$ cat config.mk
export PLATFORM = sky130hd
export DESIGN_NAME = json_token_scanner
export DESIGN_NICKNAME = d
export VERILOG_FILES = /design/src/hdl/jts_pkg.sv /design/src/hdl/jts_front.sv /design/src/hdl/jts_queue.sv /design/src/hdl/jts_back.sv /design/src/hdl/json_token_scanner.sv
export SDC_FILE = /design/constraint.sdc
export NUM_CORES = 1
export LEC_CHECK = 0
export ABC_AREA = 1
export BUFFER_PORTS_ARGS = -buffer_cell sky130_fd_sc_hd__buf_2
export CELL_PAD_IN_SITES_DETAIL_PLACEMENT = 0
export CELL_PAD_IN_SITES_GLOBAL_PLACEMENT = 1
export CORE_MARGIN = 4
export CORE_UTILIZATION = 44
export CTS_CLUSTER_DIAMETER = 50
export DETAILED_ROUTE_END_ITERATION = 7
export PLACE_DENSITY = 0.78
export SYNTH_ARGS = -nofsm -noshare
export SYNTH_HDL_FRONTEND = slang
export SYNTH_SLANG_ARGS = --single-unit
export TNS_END_PERCENT = 5
$ cat constraint.sdc
create_clock -name i_clk -period 3.1 [get_ports i_clk]
set_clock_uncertainty 0.1 [all_clocks]
set_input_delay 0.31 -clock i_clk [delete_from_list [all_inputs] [get_ports i_clk]]
set_output_delay 0.31 -clock i_clk [all_outputs]
set_load 0.05 [all_outputs]
$ cat src/hdl/jts_pkg.sv
// Shared types, token codes and character classification for the JSON token scanner.
`default_nettype none
package jts_pkg;

    typedef enum logic [1:0] {
        MODE_IDLE = 2'd0,
        MODE_STR  = 2'd1,
        MODE_NUM  = 2'd2,
        MODE_WORD = 2'd3
    } t_mode;

    localparam logic [3:0] TT_LBRACE  = 4'd0;
    localparam logic [3:0] TT_RBRACE  = 4'd1;
    localparam logic [3:0] TT_LBRACK  = 4'd2;
    localparam logic [3:0] TT_RBRACK  = 4'd3;
    localparam logic [3:0] TT_COLON   = 4'd4;
    localparam logic [3:0] TT_COMMA   = 4'd5;
    localparam logic [3:0] TT_STRING  = 4'd6;
    localparam logic [3:0] TT_BOOL    = 4'd7;
    localparam logic [3:0] TT_INT     = 4'd8;
    localparam logic [3:0] TT_ILLEGAL = 4'd9;
    localparam logic [3:0] TT_EOF     = 4'd10;
    localparam logic [3:0] TT_NONE    = 4'd0;

    localparam logic [7:0] CH_NUL    = 8'h00;
    localparam logic [7:0] CH_TAB    = 8'h09;
    localparam logic [7:0] CH_LF     = 8'h0A;
    localparam logic [7:0] CH_CR     = 8'h0D;
    localparam logic [7:0] CH_SPACE  = 8'h20;
    localparam logic [7:0] CH_QUOTE  = 8'h22;
    localparam logic [7:0] CH_COMMA  = 8'h2C;
    localparam logic [7:0] CH_COLON  = 8'h3A;
    localparam logic [7:0] CH_LBRACK = 8'h5B;
    localparam logic [7:0] CH_RBRACK = 8'h5D;
    localparam logic [7:0] CH_LBRACE = 8'h7B;
    localparam logic [7:0] CH_RBRACE = 8'h7D;

    // Keyword match progress: 1..4 along "true", 5..9 along "false"
    localparam logic [3:0] WM_NONE   = 4'd0;
    localparam logic [3:0] WM_T      = 4'd1;
    localparam logic [3:0] WM_TRUE   = 4'd4;
    localparam logic [3:0] WM_F      = 4'd5;
    localparam logic [3:0] WM_FALSE  = 4'd9;

    localparam int Q_DEPTH = 4;
    localparam int Q_PTR_W = $clog2(Q_DEPTH);
    localparam int Q_CNT_W = $clog2(Q_DEPTH + 1);

    typedef enum logic [2:0] {
        CLS_SPACE,
        CLS_PUNCT,
        CLS_QUOTE,
        CLS_EOF,
        CLS_LETTER,
        CLS_DIGIT,
        CLS_OTHER
    } t_cls;

    typedef struct packed {
        logic [3:0] token_type;
        logic [7:0] lit_byte;
        logic       byte_valid;
        logic       token_last;
    } t_result;

    typedef struct packed {
        logic    two;
        t_result r0;
        t_result r1;
    } t_entry;

    typedef struct packed {
        logic not_empty;
        logic full;
    } t_q_status;

    function automatic t_cls classify(input logic [7:0] c);
        t_cls cls;
        if (c == CH_SPACE || c == CH_TAB || c == CH_LF || c == CH_CR) begin
            cls = CLS_SPACE;
        end else if (c == CH_LBRACE || c == CH_RBRACE || c == CH_LBRACK ||
                     c == CH_RBRACK || c == CH_COLON || c == CH_COMMA) begin
            cls = CLS_PUNCT;
        end else if (c == CH_QUOTE) begin
            cls = CLS_QUOTE;
        end else if (c == CH_NUL) begin
            cls = CLS_EOF;
        end else if ((c >= 8'h61 && c <= 8'h7A) || (c >= 8'h41 && c <= 8'h5A)) begin
            cls = CLS_LETTER;
        end else if (c >= 8'h30 && c <= 8'h39) begin
            cls = CLS_DIGIT;
        end else begin
            cls = CLS_OTHER;
        end
        return cls;
    endfunction

    function automatic logic [3:0] punct_type(input logic [7:0] c);
        logic [3:0] t;
        if (c == CH_LBRACE)      t = TT_LBRACE;
        else if (c == CH_RBRACE) t = TT_RBRACE;
        else if (c == CH_LBRACK) t = TT_LBRACK;
        else if (c == CH_RBRACK) t = TT_RBRACK;
        else if (c == CH_COLON)  t = TT_COLON;
        else                     t = TT_COMMA;
        return t;
    endfunction

    function automatic logic [3:0] match_next(input logic [3:0] m, input logic [7:0] c);
        logic [3:0] nm;
        nm = WM_NONE;
        unique case (m)
            4'd1:    if (c == 8'h72) nm = 4'd2;
            4'd2:    if (c == 8'h75) nm = 4'd3;
            4'd3:    if (c == 8'h65) nm = 4'd4;
            4'd5:    if (c == 8'h61) nm = 4'd6;
            4'd6:    if (c == 8'h6C) nm = 4'd7;
            4'd7:    if (c == 8'h73) nm = 4'd8;
            4'd8:    if (c == 8'h65) nm = 4'd9;
            default: nm = WM_NONE;
        endcase
        return nm;
    endfunction

endpackage
`default_nettype wire

$ cat src/hdl/jts_front.sv
// Front end: takes input bytes, tracks the scan mode and builds result entries.
`default_nettype none
module jts_front
    import jts_pkg::*;
(
    input  wire logic       i_clk,
    input  wire logic       i_rst_n,
    input  wire logic       i_accept,
    input  wire logic [7:0] i_in_byte,
    output      logic       o_push,
    output      t_entry     o_entry
);

    t_mode      r_mode, n_mode;
    logic [3:0] r_match, n_match;

    t_cls       cls;
    t_mode      s_mode;
    logic [3:0] s_match;
    t_result    s_res;
    logic       s_emit;

    // Handling of the byte as the start of a fresh token
    always_comb begin
        cls     = classify(i_in_byte);
        s_mode  = MODE_IDLE;
        s_match = WM_NONE;
        s_emit  = 1'b1;
        s_res   = '{token_type: TT_NONE, lit_byte: i_in_byte, byte_valid: 1'b1,
                    token_last: 1'b0};
        unique case (cls)
            CLS_SPACE: s_emit = 1'b0;
            CLS_PUNCT: begin
                s_res.token_type = punct_type(i_in_byte);
                s_res.token_last = 1'b1;
            end
            CLS_QUOTE: begin
                s_mode = MODE_STR;
                s_emit = 1'b0;
            end
            CLS_EOF: begin
                s_res = '{token_type: TT_EOF, lit_byte: 8'h00, byte_valid: 1'b0,
                          token_last: 1'b1};
            end
            CLS_LETTER: begin
                s_mode  = MODE_WORD;
                s_match = (i_in_byte == 8'h74) ? WM_T :
                          (i_in_byte == 8'h66) ? WM_F : WM_NONE;
            end
            CLS_DIGIT: s_mode = MODE_NUM;
            CLS_OTHER: begin
                s_res.token_type = TT_ILLEGAL;
                s_res.token_last = 1'b1;
            end
            default: s_emit = 1'b0;
        endcase
    end

    // Next state
    always_comb begin
        n_mode  = r_mode;
        n_match = r_match;
        if (i_accept) begin
            unique case (r_mode)
                MODE_IDLE: begin
                    n_mode  = s_mode;
                    n_match = s_match;
                end
                MODE_STR: begin
                    if (cls == CLS_QUOTE) begin
                        n_mode = MODE_IDLE;
                    end else if (cls == CLS_EOF) begin
                        n_mode  = MODE_IDLE;
                        n_match = WM_NONE;
                    end
                end
                MODE_NUM: begin
                    if (cls != CLS_DIGIT) begin
                        n_mode  = s_mode;
                        n_match = s_match;
                    end
                end
                MODE_WORD: begin
                    if (cls == CLS_LETTER) begin
                        n_match = match_next(r_match, i_in_byte);
                    end else begin
                        n_mode  = s_mode;
                        n_match = s_match;
                    end
                end
                default: n_mode = MODE_IDLE;
            endcase
        end
    end

    // Outputs: one or two results per beat, none for skipped bytes
    always_comb begin
        t_result lit_res;
        t_result end_res;
        logic    emit;
        lit_res = '{token_type: TT_NONE, lit_byte: i_in_byte, byte_valid: 1'b1,
                    token_last: 1'b0};
        end_res = '{token_type: TT_NONE, lit_byte: 8'h00, byte_valid: 1'b0,
                    token_last: 1'b1};
        emit    = 1'b1;
        o_entry = '{two: 1'b0, r0: lit_res, r1: s_res};
        unique case (r_mode)
            MODE_IDLE: begin
                emit       = s_emit;
                o_entry.r0 = s_res;
            end
            MODE_STR: begin
                if (cls == CLS_QUOTE) begin
                    end_res.token_type = TT_STRING;
                    o_entry.r0         = end_res;
                end else if (cls == CLS_EOF) begin
                    end_res.token_type = TT_ILLEGAL;
                    o_entry.r0         = end_res;
                    o_entry.two        = 1'b1;
                end
            end
            MODE_NUM: begin
                if (cls != CLS_DIGIT) begin
                    end_res.token_type = TT_INT;
                    o_entry.r0         = end_res;
                    o_entry.two        = s_emit;
                end
            end
            MODE_WORD: begin
                if (cls != CLS_LETTER) begin
                    end_res.token_type = (r_match == WM_TRUE || r_match == WM_FALSE) ?
                                         TT_BOOL : TT_ILLEGAL;
                    o_entry.r0         = end_res;
                    o_entry.two        = s_emit;
                end
            end
            default: emit = 1'b0;
        endcase
        o_push = i_accept && emit;
    end

    always_ff @(posedge i_clk) begin
        if (!i_rst_n) begin
            r_mode  <= MODE_IDLE;
            r_match <= WM_NONE;
        end else begin
            r_mode  <= n_mode;
            r_match <= n_match;
        end
    end

endmodule
`default_nettype wire

$ cat src/hdl/jts_queue.sv
// Short entry queue between the front end and the output stage.
`default_nettype none
module jts_queue
    import jts_pkg::*;
(
    input  wire logic      i_clk,
    input  wire logic      i_rst_n,
    input  wire logic      i_push,
    input  wire t_entry    i_entry,
    input  wire logic      i_pop,
    output      t_q_status o_status,
    output      t_entry    o_head
);

    t_entry               r_mem [Q_DEPTH];
    logic [Q_PTR_W-1:0]   r_wr_ptr, n_wr_ptr;
    logic [Q_PTR_W-1:0]   r_rd_ptr, n_rd_ptr;
    logic [Q_CNT_W-1:0]   r_count, n_count;

    assign o_status.not_empty = (r_count != '0);
    assign o_status.full      = (r_count == Q_CNT_W'(Q_DEPTH));
    assign o_head             = r_mem[r_rd_ptr];

    always_comb begin
        n_wr_ptr = r_wr_ptr;
        n_rd_ptr = r_rd_ptr;
        n_count  = r_count;
        if (i_push) n_wr_ptr = r_wr_ptr + 1'b1;
        if (i_pop)  n_rd_ptr = r_rd_ptr + 1'b1;
        if (i_push && !i_pop)      n_count = r_count + 1'b1;
        else if (!i_push && i_pop) n_count = r_count - 1'b1;
    end

    always_ff @(posedge i_clk) begin
        if (i_push) r_mem[r_wr_ptr] <= i_entry;
    end

    always_ff @(posedge i_clk) begin
        if (!i_rst_n) begin
            r_wr_ptr <= '0;
            r_rd_ptr <= '0;
            r_count  <= '0;
        end else begin
            r_wr_ptr <= n_wr_ptr;
            r_rd_ptr <= n_rd_ptr;
            r_count  <= n_count;
        end
    end

endmodule
`default_nettype wire

$ cat src/hdl/jts_back.sv
// Output stage: unpacks queue entries into single result beats.
`default_nettype none
module jts_back
    import jts_pkg::*;
(
    input  wire logic      i_clk,
    input  wire logic      i_rst_n,
    input  wire t_q_status i_status,
    input  wire t_entry    i_head,
    input  wire logic      i_stall,
    output      logic      o_pop,
    output      logic      o_valid,
    output      t_result   o_res
);

    logic    r_valid, n_valid;
    logic    r_second, n_second;
    t_result r_res, n_res;
    logic    load;

    assign load = (!r_valid || !i_stall) && i_status.not_empty;

    always_comb begin
        n_valid  = r_valid && i_stall;
        n_second = r_second;
        n_res    = r_res;
        o_pop    = 1'b0;
        if (load) begin
            n_valid = 1'b1;
            n_res   = r_second ? i_head.r1 : i_head.r0;
            // Hold the entry for its second result, else drop it
            if (i_head.two && !r_second) begin
                n_second = 1'b1;
            end else begin
                n_second = 1'b0;
                o_pop    = 1'b1;
            end
        end
    end

    always_ff @(posedge i_clk) begin
        r_res <= n_res;
    end

    always_ff @(posedge i_clk) begin
        if (!i_rst_n) begin
            r_valid  <= 1'b0;
            r_second <= 1'b0;
        end else begin
            r_valid  <= n_valid;
            r_second <= n_second;
        end
    end

    assign o_valid = r_valid;
    assign o_res   = r_res;

endmodule
`default_nettype wire

$ cat src/hdl/json_token_scanner.sv
// Top level of the JSON token scanner: front end, entry queue and output stage.
//
//  channel  | valid    | stall    | payload
//  ---------+----------+----------+-------------------------------------------------
//  input    | i_valid  | o_stall  | i_in_byte
//  result   | o_valid  | i_stall  | o_token_type, o_lit_byte, o_byte_valid, o_token_last
//
// One byte is taken per cycle while the four-entry queue has room; each byte
// leaves 0, 1 or 2 results, and the output register sends one result a cycle
// while i_stall is low, so an entry with two results stays at the queue head until both are sent.
// A result passes through the queue and then the output register.
// Reset (synchronous, active low) empties the queue and returns the scanner to idle.
// A stalled output holds its result; the queue absorbs bytes until it fills.
`default_nettype none
module json_token_scanner
    import jts_pkg::*;
(
    input  wire logic       i_clk,
    input  wire logic       i_rst_n,
    input  wire logic       i_valid,
    output      logic       o_stall,
    input  wire logic [7:0] i_in_byte,
    output      logic       o_valid,
    input  wire logic       i_stall,
    output      logic [3:0] o_token_type,
    output      logic [7:0] o_lit_byte,
    output      logic       o_byte_valid,
    output      logic       o_token_last
);

    t_q_status q_status;
    t_entry    push_entry;
    t_entry    head;
    t_result   res;
    logic      accept;
    logic      push;
    logic      pop;

    assign o_stall = q_status.full;
    assign accept  = i_valid && !q_status.full;

    jts_front u_front (
        .i_clk     (i_clk),
        .i_rst_n   (i_rst_n),
        .i_accept  (accept),
        .i_in_byte (i_in_byte),
        .o_push    (push),
        .o_entry   (push_entry)
    );

    jts_queue u_queue (
        .i_clk    (i_clk),
        .i_rst_n  (i_rst_n),
        .i_push   (push),
        .i_entry  (push_entry),
        .i_pop    (pop),
        .o_status (q_status),
        .o_head   (head)
    );

    jts_back u_back (
        .i_clk    (i_clk),
        .i_rst_n  (i_rst_n),
        .i_status (q_status),
        .i_head   (head),
        .i_stall  (i_stall),
        .o_pop    (pop),
        .o_valid  (o_valid),
        .o_res    (res)
    );

    assign o_token_type = res.token_type;
    assign o_lit_byte   = res.lit_byte;
    assign o_byte_valid = res.byte_valid;
    assign o_token_last = res.token_last;

    a_eof_shape: assert property (@(posedge i_clk) disable iff (!i_rst_n)
        (o_valid && o_token_type == TT_EOF) |-> (o_token_last && !o_byte_valid))
        else $error("eof result without token_last or with a literal");

    a_type_only_on_last: assert property (@(posedge i_clk) disable iff (!i_rst_n)
        (o_valid && !o_token_last) |-> (o_token_type == TT_NONE && o_byte_valid))
        else $error("inner result carries a token type or no literal");

    a_lit_zero: assert property (@(posedge i_clk) disable iff (!i_rst_n)
        (o_valid && !o_byte_valid) |-> (o_lit_byte == 8'h00))
        else $error("literal byte set while byte_valid is low");

    a_pop_needs_entry: assert property (@(posedge i_clk) disable iff (!i_rst_n)
        pop |-> (q_status.not_empty && (!o_valid || !i_stall)))
        else $error("queue popped while empty or while output stalled");

endmodule
`default_nettype wire
==> load_flow_metrics.sql <==
INSERT INTO impl_metrics (metric_group, metric, value, unit) VALUES
('cells_and_area', 'fraction_of_final_layout_cells_with_drive_strength_greater_than_1', '14.54', '%'),
('hold_path', 'path_category_of_the_worst_min_delay_check', 'primary input to flop', ''),
('run_status', 'outcome', 'completed', ''),
('route', 'drc_errors', '0', ''),
('route', 'routed_wl', '14000', 'um'),
('global_route', 'globalRoute.totalOverflow', '0', ''),
('clocking', 'worst_setup_hold_path_clk_slew', '60', 'ps'),
('critical_path', 'crit_path_max_incr_delay', '380', 'ps'),
('logic_synthesis', 'synth.ff_latch_count', '147', ''),
('global_route', 'first_pass_grt_wire_length', '22670', 'um'),
('route', 'antenna_left', '0', ''),
('cells_and_area', 'fillCellCount', '1340', ''),
('critical_path', 'worst_path_dominant_cell_family', 'simple AND/OR/NAND/NOR gates', ''),
('power', 'leakagePower', '0.002868', 'uW'),
('global_route', 'total_track_usage', '17.92', '%'),
('route', 'drt_first_pass_iters', '5', ''),
('cells_and_area', 'area.growth.synth_to_final', '14.68', '%'),
('cells_and_area', 'num_antenna_cells', '0', ''),
('timing', 'fraction_of_the_cycle_the_final_worst_path_needs', '80.73', '%'),
('global_route', 'antenna_found_initial', '0', ''),
('critical_path', 'cp-end-kind', 'flop', ''),
('logic_synthesis', 'netlist_area', '0.006512', 'mm^2'),
('critical_path', 'crit_slowest_cell', 'fa_1', ''),
('clocking', 'clock_insertion_delay_worst_skew', '420', 'ps'),
('floorplanning', 'chipWidth', '129.7', 'um'),
('power', 'p_per_area', '861.3', 'mW/mm^2'),
('clocking', 'postCtsHoldBufs', '0', ''),
('place', 'placed_cells', '826', ''),
('critical_path', 'timing.critical_path.cells', 'buf_2 > nor2_1 > nand3_1 > nor2_4 > inv_6 > nand2_1 > nor2_1 > nand3_2 > nand2_2 > inv_1 > ha_1 > inv_1 > fa_1 > a21oi_1 > o21ai_0 > o21ai_0 > a21oi_1', ''),
('floorplanning', 'floorplan.core_area', '0.01453', 'mm^2'),
('floorplanning', 'die-area', '0.01681', 'mm^2'),
('clocking', 'htree_levels', '4', ''),
('route', 'first_iter_violations', '301', ''),
('clocking', 'postCtsSetupRepairBufs', '0', ''),
('place', 'hpwl', '8778', 'um'),
('clocking', 'clock_tree_from_tritoncts', 'built', ''),
('floorplanning', 'num_rows', '44', ''),
('floorplanning', 'floorplan.io_pins', '28', ''),
('timing', 'fmax', '0.3996', 'GHz'),
('timing', 'final.min_clock_period', '2503', 'ps'),
('cells_and_area', 'nNetsFinal', '679', ''),
('critical_path', 'crit_fanout', '11', ''),
('logic_synthesis', 'synth_cell_type_count', '33', ''),
('place', 'globalplace.congestion', '0.8228', ''),
('logic_synthesis', 'syn-instance-count', '635', ''),
('floorplanning', 'initial_utilization', '44.81', '%'),
('clocking', 'post_cts.resized_instances', '0', ''),
('critical_path', 'worst_ep_required_time', '3310', 'ps'),
('place', 'port-buffer-count', '27', ''),
('cells_and_area', 'mostFrequentLayoutCell', 'nor2_1', ''),
('clocking', 'maximum_clock_path_buffer_count', '2', ''),
('critical_path', 'crit_arrival', '2710', 'ps'),
('run', 'maxCapViolCount', '0', ''),
('timing', 'finalHoldViolations', '0', ''),
('critical_path', 'bufs_and_invs_on_worst_path', '4', ''),
('global_route', 'grt_max_degree', '57', ''),
('route', 'vias_per_cell', '5.200', ''),
('floorplanning', 'die_height', '129.7', 'um'),
('power', 'ir_drop', '0.0003859', 'V'),
('timing', 'report.final.setup_viol', '0', ''),
('timing', 'tightest_slew', '591.0', 'ps'),
('timing', 'max_slew_margin', '60.60', '%'),
('logic_synthesis', 'syn_avg_cell_area', '10.26', 'um^2'),
('logic_synthesis', 'synth_warnings', '0', ''),
('cells_and_area', 'final_cells', '858', ''),
('timing', 'report.final.slew_viol_count', '0', ''),
('route', 'route.vias.total', '4462', ''),
('clocking', 'cts_root_buf', 'clkbuf_16', ''),
('route', 'routedWlPerCell', '16.32', 'um'),
('global_route', 'grt_pass1_vias', '4460', ''),
('clocking', 'numCtsBuffers', '17', ''),
('timing', 'fin_tns_setup', '0', 'ps'),
('logic_synthesis', 'proportion_of_synthesized_chip_area_in_sequential_cells', '65.17', '%'),
('cells_and_area', 'most-common-layout-cells', 'nor2_1, edfxtp_1, o21ai_0', ''),
('critical_path', 'crit_type', 'primary input to flop', ''),
('logic_synthesis', 'synth_nets', '653', ''),
('timing', 'rsz0062_at_grt', 'no', ''),
('critical_path', 'startpoint_type', 'primary input', ''),
('clocking', 'cts_num_sinks', '147', '');
synthesized netlist by cell type:
library cell / number / area (um^2)
inv_1: 56 / 210.2
edfxtp_1: 130 / 3904
dfxtp_1: 17 / 340.3
nor2_4: 3 / 33.78
nor2_2: 6 / 37.54
a21oi_1: 16 / 80.08
buf_1: 1 / 3.750
fa_1: 1 / 20.02
nand4_1: 1 / 6.260
nand3_2: 3 / 30.03
ha_1: 5 / 62.56
and3_1: 2 / 12.51
a21oi_2: 1 / 8.760
clkbuf_1: 20 / 75.07
o31ai_1: 1 / 7.510
o21ai_4: 1 / 16.27
inv_6: 1 / 8.760
buf_6: 1 / 11.26
o22ai_1: 16 / 100.1
nand2_1: 62 / 232.7
nand2_4: 1 / 11.26
nand2_2: 6 / 37.54
nand3_1: 27 / 135.1
o21bai_1: 1 / 7.510
o21a_1: 1 / 7.510
o21ai_0: 69 / 345.3
inv_2: 5 / 18.77
a31oi_1: 15 / 93.84
buf_2: 9 / 45.04
nor2_1: 150 / 563.0
a211o_1: 1 / 8.760
nor3_1: 4 / 20.02
o2111ai_1: 2 / 17.52
cell families (layout without fill, tap and decap cells):
group | count (synthesis) | after routing | synth area share, %
buffers and inverters | 93 | 132 | 5.725
AOI/OAI and AO/OA | 124 | 124 | 10.64
and+or+nand+nor | 265 | 265 | 17.20
adders and majority gates | 6 | 6 | 1.268
DFF | 147 | 147 | 65.17
registers in the layout (all words and copies together) (netlist names), named ones only:
register          cells
u_queue.r_wr_ptr      2
u_back.r_second       1
u_queue.r_mem       116
u_back.o_valid        1
u_front.r_match       4
u_queue.r_count       3
u_back.o_res         14
u_front.r_mode        2
u_queue.r_rd_ptr      2
path summary, 6_finish.rpt:
check	start	to	slack, ps	depth (start not counted)
worst max-delay path	i_in_byte[6]	u_queue.r_count[2]	600	17
worst max register to register	u_queue.r_count[0]	u_queue.r_count[2]	730	11
worst min-delay path	i_in_byte[6]	u_queue.r_mem[0][8]	60	1
worst min register to register	u_front.r_mode[1]	u_front.r_mode[1]	420	2
stage by stage:
step / setup WS [ps] / hold WS (ps) / util, % / total power (uW) / instance area [um^2]
finish: 597.3 / 56.08 / 51.39 / 6433 / 7468
global route: 249.1 / 41.83 / 51.39 / 6792 / 7468
CTS: 611.0 / 39.74 / 51.39 / 6496 / 7468
detailed placement: 160.1 / 400.6 / 47.38 / 4541 / 6887
global placement: 233.5 / 390.9 / 47.38 / 4494 / 6887
floorplan: 53.93 / 361.3 / - / 4003 / 6513
area by class of cell:
class,count,area (um^2),area share (%)
inverters,62,237.7,3.183
repair buffers,38,267.8,3.585
clock inverters,6,38.79,0.5194
clock buffers,26,543.0,7.271
well taps,184,230.2,3.083
flip-flops and latches,147,4245,56.84
multi-input cells,395,1906,25.52
where the power goes:
group          internal, uW  switching (uW)  total, uW
combinational           470            1350       1820
sequential             2560            93.6       2650
clock                  1210             749       1960
layer usage:
metal,GRT usage (%),vias to the layer above,routed length (um)
li1,-,2226,-
met4,6.174,0,259
met1,22.76,2119,6364
met5,0,-,0
met2,30.06,96,6763
met3,4.452,21,616
Note: power is estimated with default switching activity, not from simulation.
